--- src/hdl/wrl_pkg.sv ---
`timescale 1ns / 1ps
// ----------------------------------------------------------------------------
// wrl_pkg
// Types and constants shared by the wheel report link modules.
// ----------------------------------------------------------------------------
package wrl_pkg;

    // event codes carried in the mode field
    typedef enum logic [3:0] {
        EV_RESTART     = 4'd0,
        EV_CLOSE       = 4'd1,
        EV_POWER_ON    = 4'd2,
        EV_POWER_OFF   = 4'd3,
        EV_CHECK_BEGIN = 4'd4,
        EV_CHECK_END   = 4'd5,
        EV_CHECK_PWR   = 4'd6,
        EV_RESYNC      = 4'd7,
        EV_POLL        = 4'd8
    } t_event;

    typedef enum logic [2:0] {
        LS_CLOSED   = 3'd0,
        LS_IDLE     = 3'd1,
        LS_POWERING = 3'd2,
        LS_CHECKING = 3'd3,
        LS_RUNNING  = 3'd4
    } t_link_state;

    // configuration register indexes
    localparam logic [1:0] CFG_UNPROMPTED = 2'd0;
    localparam logic [1:0] CFG_VOLUNTEERS = 2'd1;
    localparam logic [1:0] CFG_PERIOD     = 2'd2;

    localparam logic [7:0] PERIOD_RESET = 8'd4;

    localparam logic [7:0] CHAR_C    = 8'h43;
    localparam logic [7:0] CHAR_H    = 8'h48;
    localparam logic [7:0] CHAR_ZERO = 8'h30;
    localparam logic [7:0] CHAR_ONE  = 8'h31;

    typedef struct packed {
        logic       unprompted;
        logic       volunteers;
        logic [7:0] period;
    } t_cfg;

    typedef struct packed {
        t_link_state link_state;
        logic [7:0]  byte2;
        logic [7:0]  byte1;
        logic [7:0]  byte0;
        logic        valid;
    } t_result;

endpackage

--- src/hdl/wrl_engine.sv ---
`timescale 1ns / 1ps
// ----------------------------------------------------------------------------
// wrl_engine
// Link state register, pending power report flag and next report time, with
// the combinational event logic that updates them and forms the result.
// ----------------------------------------------------------------------------
module wrl_engine #(
    parameter int TIME_WIDTH = 48
) (
    input  logic                  i_clk,
    input  logic                  i_rst_n,
    input  logic                  i_fire,
    input  wrl_pkg::t_cfg         i_cfg,
    input  logic [3:0]            i_mode,
    input  logic [TIME_WIDTH-1:0] i_now,
    input  logic [15:0]           i_pos,
    output wrl_pkg::t_result      o_result
);

    wrl_pkg::t_link_state  r_board_mode, n_board_mode;
    logic                  r_pending, n_pending;
    logic [TIME_WIDTH-1:0] r_next_time, n_next_time;

    logic [TIME_WIDTH:0]   w_sum;
    logic [TIME_WIDTH-1:0] w_due;
    logic                  w_early;

    // now + period, saturating at the top of the time range
    assign w_sum   = {1'b0, i_now} + (TIME_WIDTH + 1)'(i_cfg.period);
    assign w_due   = w_sum[TIME_WIDTH] ? '1 : w_sum[TIME_WIDTH-1:0];
    assign w_early = (r_next_time != '0) && (i_now < r_next_time);

    always_ff @(posedge i_clk) begin
        if (!i_rst_n) begin
            r_board_mode <= wrl_pkg::LS_CLOSED;
            r_pending    <= 1'b0;
            r_next_time  <= '0;
        end else if (i_fire) begin
            r_board_mode <= n_board_mode;
            r_pending    <= n_pending;
            r_next_time  <= n_next_time;
        end
    end

    always_comb begin
        n_board_mode = r_board_mode;
        n_pending    = r_pending;
        n_next_time  = r_next_time;
        o_result     = '0;

        case (wrl_pkg::t_event'(i_mode))
            wrl_pkg::EV_RESTART: begin
                n_pending    = i_cfg.unprompted & i_cfg.volunteers;
                n_next_time  = '0;
                n_board_mode = wrl_pkg::LS_IDLE;
            end
            wrl_pkg::EV_CLOSE: begin
                n_pending    = 1'b0;
                n_next_time  = '0;
                n_board_mode = wrl_pkg::LS_CLOSED;
            end
            wrl_pkg::EV_POWER_ON: begin
                n_pending    = 1'b0;
                n_next_time  = '0;
                n_board_mode = wrl_pkg::LS_POWERING;
            end
            wrl_pkg::EV_POWER_OFF: begin
                n_pending    = 1'b0;
                n_next_time  = '0;
                n_board_mode = wrl_pkg::LS_IDLE;
            end
            wrl_pkg::EV_CHECK_BEGIN: begin
                n_pending    = 1'b0;
                n_next_time  = '0;
                n_board_mode = wrl_pkg::LS_CHECKING;
            end
            wrl_pkg::EV_CHECK_END: begin
                if (r_board_mode == wrl_pkg::LS_CHECKING) begin
                    n_board_mode = wrl_pkg::LS_RUNNING;
                    n_next_time  = '0;
                end
            end
            wrl_pkg::EV_CHECK_PWR: begin
                n_pending    = 1'b0;
                n_next_time  = '0;
                n_board_mode = wrl_pkg::LS_RUNNING;
            end
            wrl_pkg::EV_RESYNC: begin
                if (r_board_mode == wrl_pkg::LS_RUNNING ||
                    r_board_mode == wrl_pkg::LS_POWERING) begin
                    n_next_time = i_now;
                end
            end
            wrl_pkg::EV_POLL: begin
                if (!i_cfg.unprompted || r_board_mode == wrl_pkg::LS_CLOSED) begin
                    n_pending = r_pending;
                end else if (r_pending) begin
                    // motor-running report goes out ahead of any wheel report
                    o_result.valid = 1'b1;
                    o_result.byte0 = wrl_pkg::CHAR_C;
                    o_result.byte1 = wrl_pkg::CHAR_ZERO;
                    o_result.byte2 = wrl_pkg::CHAR_ONE;
                    n_pending      = 1'b0;
                    n_board_mode   = wrl_pkg::LS_POWERING;
                    n_next_time    = w_due;
                end else if (r_board_mode != wrl_pkg::LS_IDLE &&
                             r_board_mode != wrl_pkg::LS_CHECKING && !w_early) begin
                    o_result.valid = 1'b1;
                    o_result.byte0 = wrl_pkg::CHAR_H;
                    o_result.byte1 = i_pos[15:8];
                    o_result.byte2 = i_pos[7:0];
                    n_next_time    = w_due;
                end
            end
            default: begin
                n_board_mode = r_board_mode;
            end
        endcase

        o_result.link_state = n_board_mode;
    end

endmodule

--- src/hdl/wheel_report_link_state_machine.sv ---
`timescale 1ns / 1ps
// ----------------------------------------------------------------------------
// wheel_report_link_state_machine
// Steering sensor board link: one event in, one result out.
// ----------------------------------------------------------------------------
// Takes one event per clock while the result stream does not stall, and
// returns exactly one result per event, in order. An event is held in an input
// register, applied to the link state, and its result lands in an output
// register, so each event passes the input register and then the output
// register before its output transaction; throughput is one event per cycle
// unless the result stream stalls. The limit is the update of the state register
// that every event reads. The output register lets a new event be taken while a result waits.
// Configuration writes are meant to be made with no event in flight.
// ----------------------------------------------------------------------------
module wheel_report_link_state_machine #(
    parameter  int TIME_WIDTH = 48,
    localparam int S_TDATA_W  = ((20 + TIME_WIDTH + 7) / 8) * 8
) (
    input  logic                 i_clk,
    input  logic                 i_rst_n,
    // event stream
    input  logic                 s_axis_tvalid,
    output logic                 s_axis_tready,
    // mode[3:0], now_ms[TIME_WIDTH-1:0], wheel_position[15:0], zero fill
    input  logic [S_TDATA_W-1:0] s_axis_tdata,
    // result stream
    output logic                 m_axis_tvalid,
    input  logic                 m_axis_tready,
    // report_valid, report_byte0, report_byte1, report_byte2, link_state[2:0],
    // zero fill
    output logic [31:0]          m_axis_tdata,
    // configuration writes
    input  logic                 i_cfg_valid,
    output logic                 o_cfg_ready,
    input  logic [1:0]           i_cfg_index,
    input  logic [7:0]           i_cfg_data
);

    wrl_pkg::t_cfg         r_cfg;
    logic                  r_in_valid;
    logic [3:0]            r_in_mode;
    logic [TIME_WIDTH-1:0] r_in_now;
    logic [15:0]           r_in_pos;
    logic                  r_out_valid;
    wrl_pkg::t_result      r_out;
    wrl_pkg::t_result      w_result;
    logic                  w_advance;
    logic                  w_fire;

    assign o_cfg_ready = 1'b1;

    always_ff @(posedge i_clk) begin
        if (!i_rst_n) begin
            r_cfg.unprompted <= 1'b0;
            r_cfg.volunteers <= 1'b0;
            r_cfg.period     <= wrl_pkg::PERIOD_RESET;
        end else if (i_cfg_valid) begin
            case (i_cfg_index)
                wrl_pkg::CFG_UNPROMPTED: r_cfg.unprompted <= i_cfg_data[0];
                wrl_pkg::CFG_VOLUNTEERS: r_cfg.volunteers <= i_cfg_data[0];
                wrl_pkg::CFG_PERIOD:     r_cfg.period     <= i_cfg_data;
                default:                 r_cfg            <= r_cfg;
            endcase
        end
    end

    assign w_advance     = !r_out_valid || m_axis_tready;
    assign w_fire        = r_in_valid && w_advance;
    assign s_axis_tready = !r_in_valid || w_advance;

    always_ff @(posedge i_clk) begin
        if (!i_rst_n) begin
            r_in_valid <= 1'b0;
        end else if (s_axis_tready) begin
            r_in_valid <= s_axis_tvalid;
        end
    end

    always_ff @(posedge i_clk) begin
        if (s_axis_tready && s_axis_tvalid) begin
            r_in_mode <= s_axis_tdata[3:0];
            r_in_now  <= s_axis_tdata[4 +: TIME_WIDTH];
            r_in_pos  <= s_axis_tdata[4 + TIME_WIDTH +: 16];
        end
    end

    wrl_engine #(
        .TIME_WIDTH (TIME_WIDTH)
    ) u_engine (
        .i_clk    (i_clk),
        .i_rst_n  (i_rst_n),
        .i_fire   (w_fire),
        .i_cfg    (r_cfg),
        .i_mode   (r_in_mode),
        .i_now    (r_in_now),
        .i_pos    (r_in_pos),
        .o_result (w_result)
    );

    always_ff @(posedge i_clk) begin
        if (!i_rst_n) begin
            r_out_valid <= 1'b0;
        end else if (w_advance) begin
            r_out_valid <= r_in_valid;
        end
    end

    always_ff @(posedge i_clk) begin
        if (w_fire) begin
            r_out <= w_result;
        end
    end

    assign m_axis_tvalid = r_out_valid;
    assign m_axis_tdata  = {4'd0, r_out};

    // a report only leaves from powering on or running
    a_report_state: assert property (@(posedge i_clk) disable iff (!i_rst_n)
        (r_out_valid && r_out.valid) |->
            (r_out.link_state == wrl_pkg::LS_POWERING ||
             r_out.link_state == wrl_pkg::LS_RUNNING))
        else $error("report with link not powering or running");

    // report bytes are zero unless a report was made, and byte0 is C or H otherwise
    a_report_bytes: assert property (@(posedge i_clk) disable iff (!i_rst_n)
        r_out_valid |->
            (r_out.valid ? (r_out.byte0 == wrl_pkg::CHAR_C ||
                            r_out.byte0 == wrl_pkg::CHAR_H)
                         : (r_out.byte0 == 8'd0 && r_out.byte1 == 8'd0 &&
                            r_out.byte2 == 8'd0)))
        else $error("malformed report bytes");

    // a held event moves to the output register when that register is free
    a_drain: assert property (@(posedge i_clk) disable iff (!i_rst_n)
        (r_in_valid && !r_out_valid) |=> r_out_valid)
        else $error("held event did not reach output register");

endmodule

--- config.mk ---
export PLATFORM = sky130hd
export DESIGN_NAME = wheel_report_link_state_machine
export DESIGN_NICKNAME = d
export VERILOG_FILES = /design/src/hdl/wrl_pkg.sv /design/src/hdl/wrl_engine.sv /design/src/hdl/wheel_report_link_state_machine.sv
export SDC_FILE = /design/constraint.sdc
export NUM_CORES = 1
export LEC_CHECK = 0
export ABC_AREA = 1
export CAP_MARGIN = 20
export CORE_MARGIN = 5
export CORE_UTILIZATION = 60
export CTS_CLUSTER_DIAMETER = 60
export DETAILED_ROUTE_END_ITERATION = 16
export DONT_BUFFER_PORTS = 1
export PLACE_DENSITY = 0.76
export SETUP_SLACK_MARGIN = 0.1
export SLEW_MARGIN = 20
export SYNTH_ARGS = -nofsm -noshare
export SYNTH_HDL_FRONTEND = slang
export SYNTH_SLANG_ARGS = --single-unit
--- constraint.sdc ---
create_clock -name i_clk -period 2.64 [get_ports i_clk]
set_input_delay 0.396 -clock i_clk [delete_from_list [all_inputs] [get_ports i_clk]]
set_output_delay 0.396 -clock i_clk [all_outputs]
set_load 0.005 [all_outputs]
**Word-level counts from Yosys, hierarchy flattened**

Index checks and enable logic that the tools add are counted.

- $add $sub $neg: 1
- $mul: 0
- Div/mod/pow operators: 0
- $lt $le $gt $ge: 1
- Eq/ne operators: 19
- Shift-type cells: 0
- Muxes and demuxes: 15
- Bitwise operators: 3
- Reduce and logical (&&, ||, !) cells: 30

Operator list:

| operator | number |
|---|---|
| two-way mux 48 bit | 6 |
| case mux 48 bit (4 select lines) | 1 |
| adder 48 x 8 -> 49 bit | 1 |
| < comparator 48 bit | 1 |
| nonzero test 48 bit | 1 |
| two-way mux 23 bit | 2 |
| case mux 3 bit (7 select lines) | 1 |
| equality test 4 x 3 -> 1 bit, second input constant | 4 |
| two-way mux 3 bit | 3 |
| equality test 4 x 2 -> 1 bit, second input constant | 2 |
| equality test 3 x 2 -> 1 bit, second input constant | 2 |
| inequality test 3 x 1 -> 1 bit, second input constant | 2 |
| AND reduction 2 bit | 3 |
| AND reduction 6 bit | 1 |
| OR reduction 6 bit | 1 |
| logical AND 1 bit | 5 |
| OR reduction 5 bit | 1 |
| equality test 4 x 1 -> 1 bit, second input constant | 1 |
| equality test 4 bit, second input constant | 1 |
| zero test 1 bit | 4 |
| zero test 4 bit | 1 |
| logical OR 1 bit | 4 |
| inequality test 2 x 1 -> 1 bit, second input constant | 2 |
| nonzero test 4 bit | 1 |
| 16 further kinds | 18 |

- Flip-flop bits (word level): 160
- Bits in latches: 0
- Memory bits (writable): 0
- Bits in read-only memories: 0
- Input port bits: 87
- Memories kept: 0

**Longest topological paths before layout**

- Depth in word-level cells: 8
- Gate-level depth with buffers: 19
- Gate-level depth less buffers: 18

**By module**

From an unflattened synthesis, not the netlist that was laid out.

- Cell total of the unflattened synthesis: 1341
- Area, all modules: 9844.4 sq um

Modules (own cells, without submodules):

| module | times used | cells each | area each (sq um) | sequential area each (sq um) |
|---|---|---|---|---|
| wrl_engine | 1 | 1160 | 6386.1 | 1041.0 |
| wheel_report_link_state_machine | 1 | 181 | 3458.3 | 3123.0 |

**Worst setup path after synthesis**

OpenSTA, ideal clock, no wires.

- Path kind: input to register
- Start: in m_axis_tready
- End: reg r_in_mode[0] (enable)
- Setup time: 0.422 ns
- Arrival time: 1.948 ns
- Data required time: 2.218 ns
- Path slack: 0.270 ns
- Stages: 4
- Path buffers: 0
- Cell sequence: inv_1 -> nand3_1 -> nand2_1 -> inv_1

- Cells in the longest elaborated chain, start to end: 3

Ends and longest elaborated chain:

| item | line | text |
|---|---|---|
| start: declaration | wheel_report_link_state_machine.sv:28 | `input logic m_axis_tready,` |
| logical OR 1 bit | wheel_report_link_state_machine.sv:67 | `assign w_advance = !r_out_valid \|\| m_axis_tready;` |
| logical OR 1 bit | wheel_report_link_state_machine.sv:69 | `assign s_axis_tready = !r_in_valid \|\| w_advance;` |
| net s_axis_tready | wheel_report_link_state_machine.sv:23 | `output logic s_axis_tready,` |
| logical AND 1 bit | wheel_report_link_state_machine.sv:80 | `if (s_axis_tready && s_axis_tvalid) begin` |
| end signal: assignment | wheel_report_link_state_machine.sv:81 | `r_in_mode <= s_axis_tdata[3:0];` |
| end: declaration | wheel_report_link_state_machine.sv:41 | `logic [3:0] r_in_mode;` |

The timed path passes the listed nets, and every way through them passes these cells.
A chain may end at the register's enable or synchronous reset.

**Final worst setup path**

- Start: reg r_in_now[43]
- End: reg u_engine.r_next_time[15]

- Cells in the longest elaborated chain, start to end: 6
- Elaborated cells on any way between the ends: 12
- Classes of those cells: add/sub: 1; order compare: 1; eq/ne: 1; mux: 5; reduce/logical: 4

Ends and longest elaborated chain:

| item | line | text |
|---|---|---|
| start: declaration | wheel_report_link_state_machine.sv:42 | `logic [TIME_WIDTH-1:0] r_in_now;` |
| start signal: assignment | wheel_report_link_state_machine.sv:82 | `r_in_now <= s_axis_tdata[4 +: TIME_WIDTH];` |
| adder 48 x 8 -> 49 bit or < comparator 48 bit (tied branches) | wrl_engine.sv:29, wrl_engine.sv:31 |  |
| two-way mux 48 bit or logical AND 1 bit (tied branches) | wrl_engine.sv:30, wrl_engine.sv:31 |  |
| two-way mux 48 bit or zero test 1 bit (tied branches) | wrl_engine.sv:106, wrl_engine.sv:107 |  |
| two-way mux 48 bit or logical AND 1 bit (tied branches) | wrl_engine.sv:97, wrl_engine.sv:107 |  |
| two-way mux 48 bit or inequality test 3 x 1 -> 1 bit (tied branches) | - |  |
| case mux 48 bit (4 select lines) or AND reduction 6 bit (tied branches) | - |  |
| end signal: assignment | wrl_engine.sv:41 | `r_next_time <= n_next_time;` |
| end: declaration | wrl_engine.sv:22 | `logic [TIME_WIDTH-1:0] r_next_time, n_next_time;` |

Several ways; a longest one is shown, not always the timed one. The select of a mux whose other input is x is not followed.

==> impl_metrics.yaml <==
outcome:
  outcome: "complete, no violations"
worst_setup_path:
  rr_endpoint: "u_engine.r_next_time[15]$_SDFFE_PN0P_"
  required_ns: 2.97
  r2r_cells: 14
  critPathKind: "flip-flop to flip-flop"
  critPathArrivalTime_ns: 2.87
  timing.rr.start: "r_in_now[43]$_DFFE_PP_"
  rrSetupSlack_ns: 0.10
  worstPathMaxFanout: 9
  worstSetupStartpoint: "r_in_now[43]$_DFFE_PP_"
  critPathLaunchType: "flip-flop"
  end_kind: "flip-flop"
placement:
  gpl.final_weighted_congestion: 0.9912
  dp_hpwl_um: 19130
  port_buffers: 0
  pre_cts_slack_ns: 0.05816
floorplanning:
  io_pins: 122
  core_sq_mm: 0.01600
  die_area_sq_mm: 0.01904
  die_w_um: 138.0
  die_y_um: 138.0
  num_rows: 46
  start_util: 0.6142
sta:
  tightest_slew_ns: 0.5484
  setup_viol: 0
  holdWs_ns: 0.03578
  maxSlewHeadroom: 0.6311
  rsz0062_at_grt: "true"
  clock_skew_ns: 0.01729
  fmax_mhz: 393.9
  period_minus_slack_ns: 2.539
  hold_viol: 0
  fin_crit_sh: 0.9617
  slew_violations: 0
  worst_slack_ns: 0.1010
  finalSetupTns_ns: 0
yosys:
  synth_seq_area_share: 0.4053
  postSynthAreaPerCell_sq_um: 7.412
  yosys.cell_types.count: 47
  yosys.area.top_type_share: 0.2750
  synthTopCellsByArea: "edfxtp_1, dfxtp_1, nand2_1, nor2_1, ha_1"
  netlist_instances: 1326
  synth_top_flop_cell: "edfxtp_1"
  yosys_warnings: 0
  synth_edf_count: 90
  synth_area_sq_mm: 0.009828
  synth_seq_cells: 154
  synth_top_area_cell: "edfxtp_1"
  synthArstFlopShare: 0
clock_network:
  clock-root-buffer: "clkbuf_16"
  clk_path_buf_depth: 2
  clk_pin_slew_ns: 0.07
  clk-insertion-delay-late_ns: 0.44
  htreeDepth: 4
  cts.sinks: 154
  cts_made_buffers: 17
  tritoncts: "built"
global_route:
  grt_max_degree: 59
  grt_use_total: 0.2787
  grt_pass1_vias: 8211
  grt_pass1_wl_um: 41380
  antenna_found_initial: 0
  grt-ovfl-total: 0
cells_and_area:
  final_util: 0.7362
  fin_nets: 1542
  areaGrowthSynthToFinish_pct: 19.85
  drive_above_1_share: 0.1785
  diodes: 0
  layout_commonest_cell: "nand2_1"
  final_cell_mix: "nand2_1, nor2_1, inv_1"
pwr:
  power_frac_comb: 0.157
  power_frac_clock: 0.400
  ir_drop_mv: 0.4966
  power_leakage_nw: 5.209
  swShare: 0.2944
  p_total_mw: 6.286
  p_int_mw: 4.436
  p_sw_mw: 1.850
  p_seq_frac: 0.443
  p_per_area_mw_per_mm2: 533.7
drt:
  first_iter_violations: 881
  route.detailed.drc: 0
  wl_per_cell_um: 17.96
  vias: 9289
  drt-pass1-iter-count: 7
  wl_um: 29240
  vias_per_cell: 5.706
  detail-route-antenna-nets: 0
run:
  cap_viol_max_count: 0
min_path:
  hold_depth: 1
  holdPathEnd: "r_cfg[2]$_SDFFE_PN1P_"
  hp-class: "input pin to flip-flop"
  min-delay-start: "i_rst_n"
metal layers:
metal	wire length (um)	track usage	vias up
met5	0	0	-
met4	1285	0.1032	0
met3	2305	0.05116	103
met2	13130	0.4393	437
met1	12520	0.3847	4271
li1	-	-	4478
synthesized netlist by cell type, types with 3 or more instances:
master	instances
buf_4	15
buf_2	18
nand2_1	322
o21ai_1	5
clkbuf_1	6
o21ai_0	35
buf_6	6
ha_1	55
dfxtp_1	64
a21oi_2	7
and2_1	3
inv_1	159
nor3_1	23
nand3_1	100
inv_2	9
xor2_1	6
nand4_1	21
nor2_2	11
a21oi_1	101
nor2_1	206
nor2_4	3
a22oi_1	9
nand3_2	12
nand3b_1	5
edfxtp_1	90
xnor2_1	7
how the worst max path moves through the flow:
stage	endpoint	cells past startpoint
3_5_place_dp	u_engine.r_next_time[39]$_SDFFE_PN0P_	16
3_3_place_gp	u_engine.r_next_time[32]$_SDFFE_PN0P_	14
4_1_cts	u_engine.r_next_time[32]$_SDFFE_PN0P_	14
6_report	u_engine.r_next_time[15]$_SDFFE_PN0P_	14
2_1_floorplan	r_in_mode[0]$_DFFE_PP_	4
5_1_grt	u_engine.r_next_time[43]$_SDFFE_PN0P_	15
cells by family (layout without fill, tap and decap cells):
family,count (synthesis),count (layout),share of synthesized area
simple gates,717,718,0.3181
xor+xnor,13,13,0.01159
buf+inv,217,295,0.09790
flops,154,154,0.4053
other cells,2,9,0.0007641
compound gates,167,167,0.09421
fa+ha+maj,56,56,0.07206
power by group through the flow:
stage          Sequential [mW]  Clock [mW]  Combinational [mW]
4_1_cts                   2.78        2.54               0.827
3_3_place_gp              2.83           0               0.791
3_5_place_dp              2.83           0               0.813
2_1_floorplan             2.81           0               0.607
5_1_grt                   2.79        2.64                1.09
6_report                  2.78        2.52               0.986
state kept, by name, indices dropped and copies added, names as in the netlist:
signal and flops:
r_in_now 48, u_engine.r_next_time 48, m_axis_tdata 22, r_in_pos 16
r_cfg 10, r_in_mode 4, u_engine.r_board_mode 3, m_axis_tvalid 1
r_in_valid 1, u_engine.r_pending 1
worst max-delay path, cell delays in order (launching register included):
cell and delay [ns]:
edfxtp_1 0.43, ha_4 0.27, a21oi_2 0.13, o21ai_0 0.09
a21oi_1 0.17, buf_4 0.17, nand3_2 0.10, nor2_4 0.16
nand2_2 0.09, nand2_2 0.09, nand3_4 0.13, clkbuf_16 0.21
clkbuf_16 0.18, a21oi_4 0.14, nor2_1 0.07
metrics by stage:
stage,std cells,area (sq um)
2_1_floorplan,1333,9854
3_3_place_gp,1558,10290
3_5_place_dp,1558,10290
4_1_cts,1590,10920
5_1_grt,1628,11780
6_report,1628,11780
area by class of cell:
type | instances | area, sq um
multi-input cells | 963 | 5300
fillers | 1215 | 4222
flip-flops and latches | 154 | 3989
repair buffers | 94 | 968.4
inverters | 169 | 634.4
clock buffers | 17 | 425.4
well taps | 216 | 270.3
clock inverters | 15 | 191.4
repair_timing:
action / CTS / global route
resized for setup: 3 / 82
pin swaps: 0 / 24
endpoints found under the setup margin: 17 / 48
cloned: 0 / 15
hold buffers: 0 / 0
buffers inserted: 0 / 23
Power figures use the tool's default switching activity.
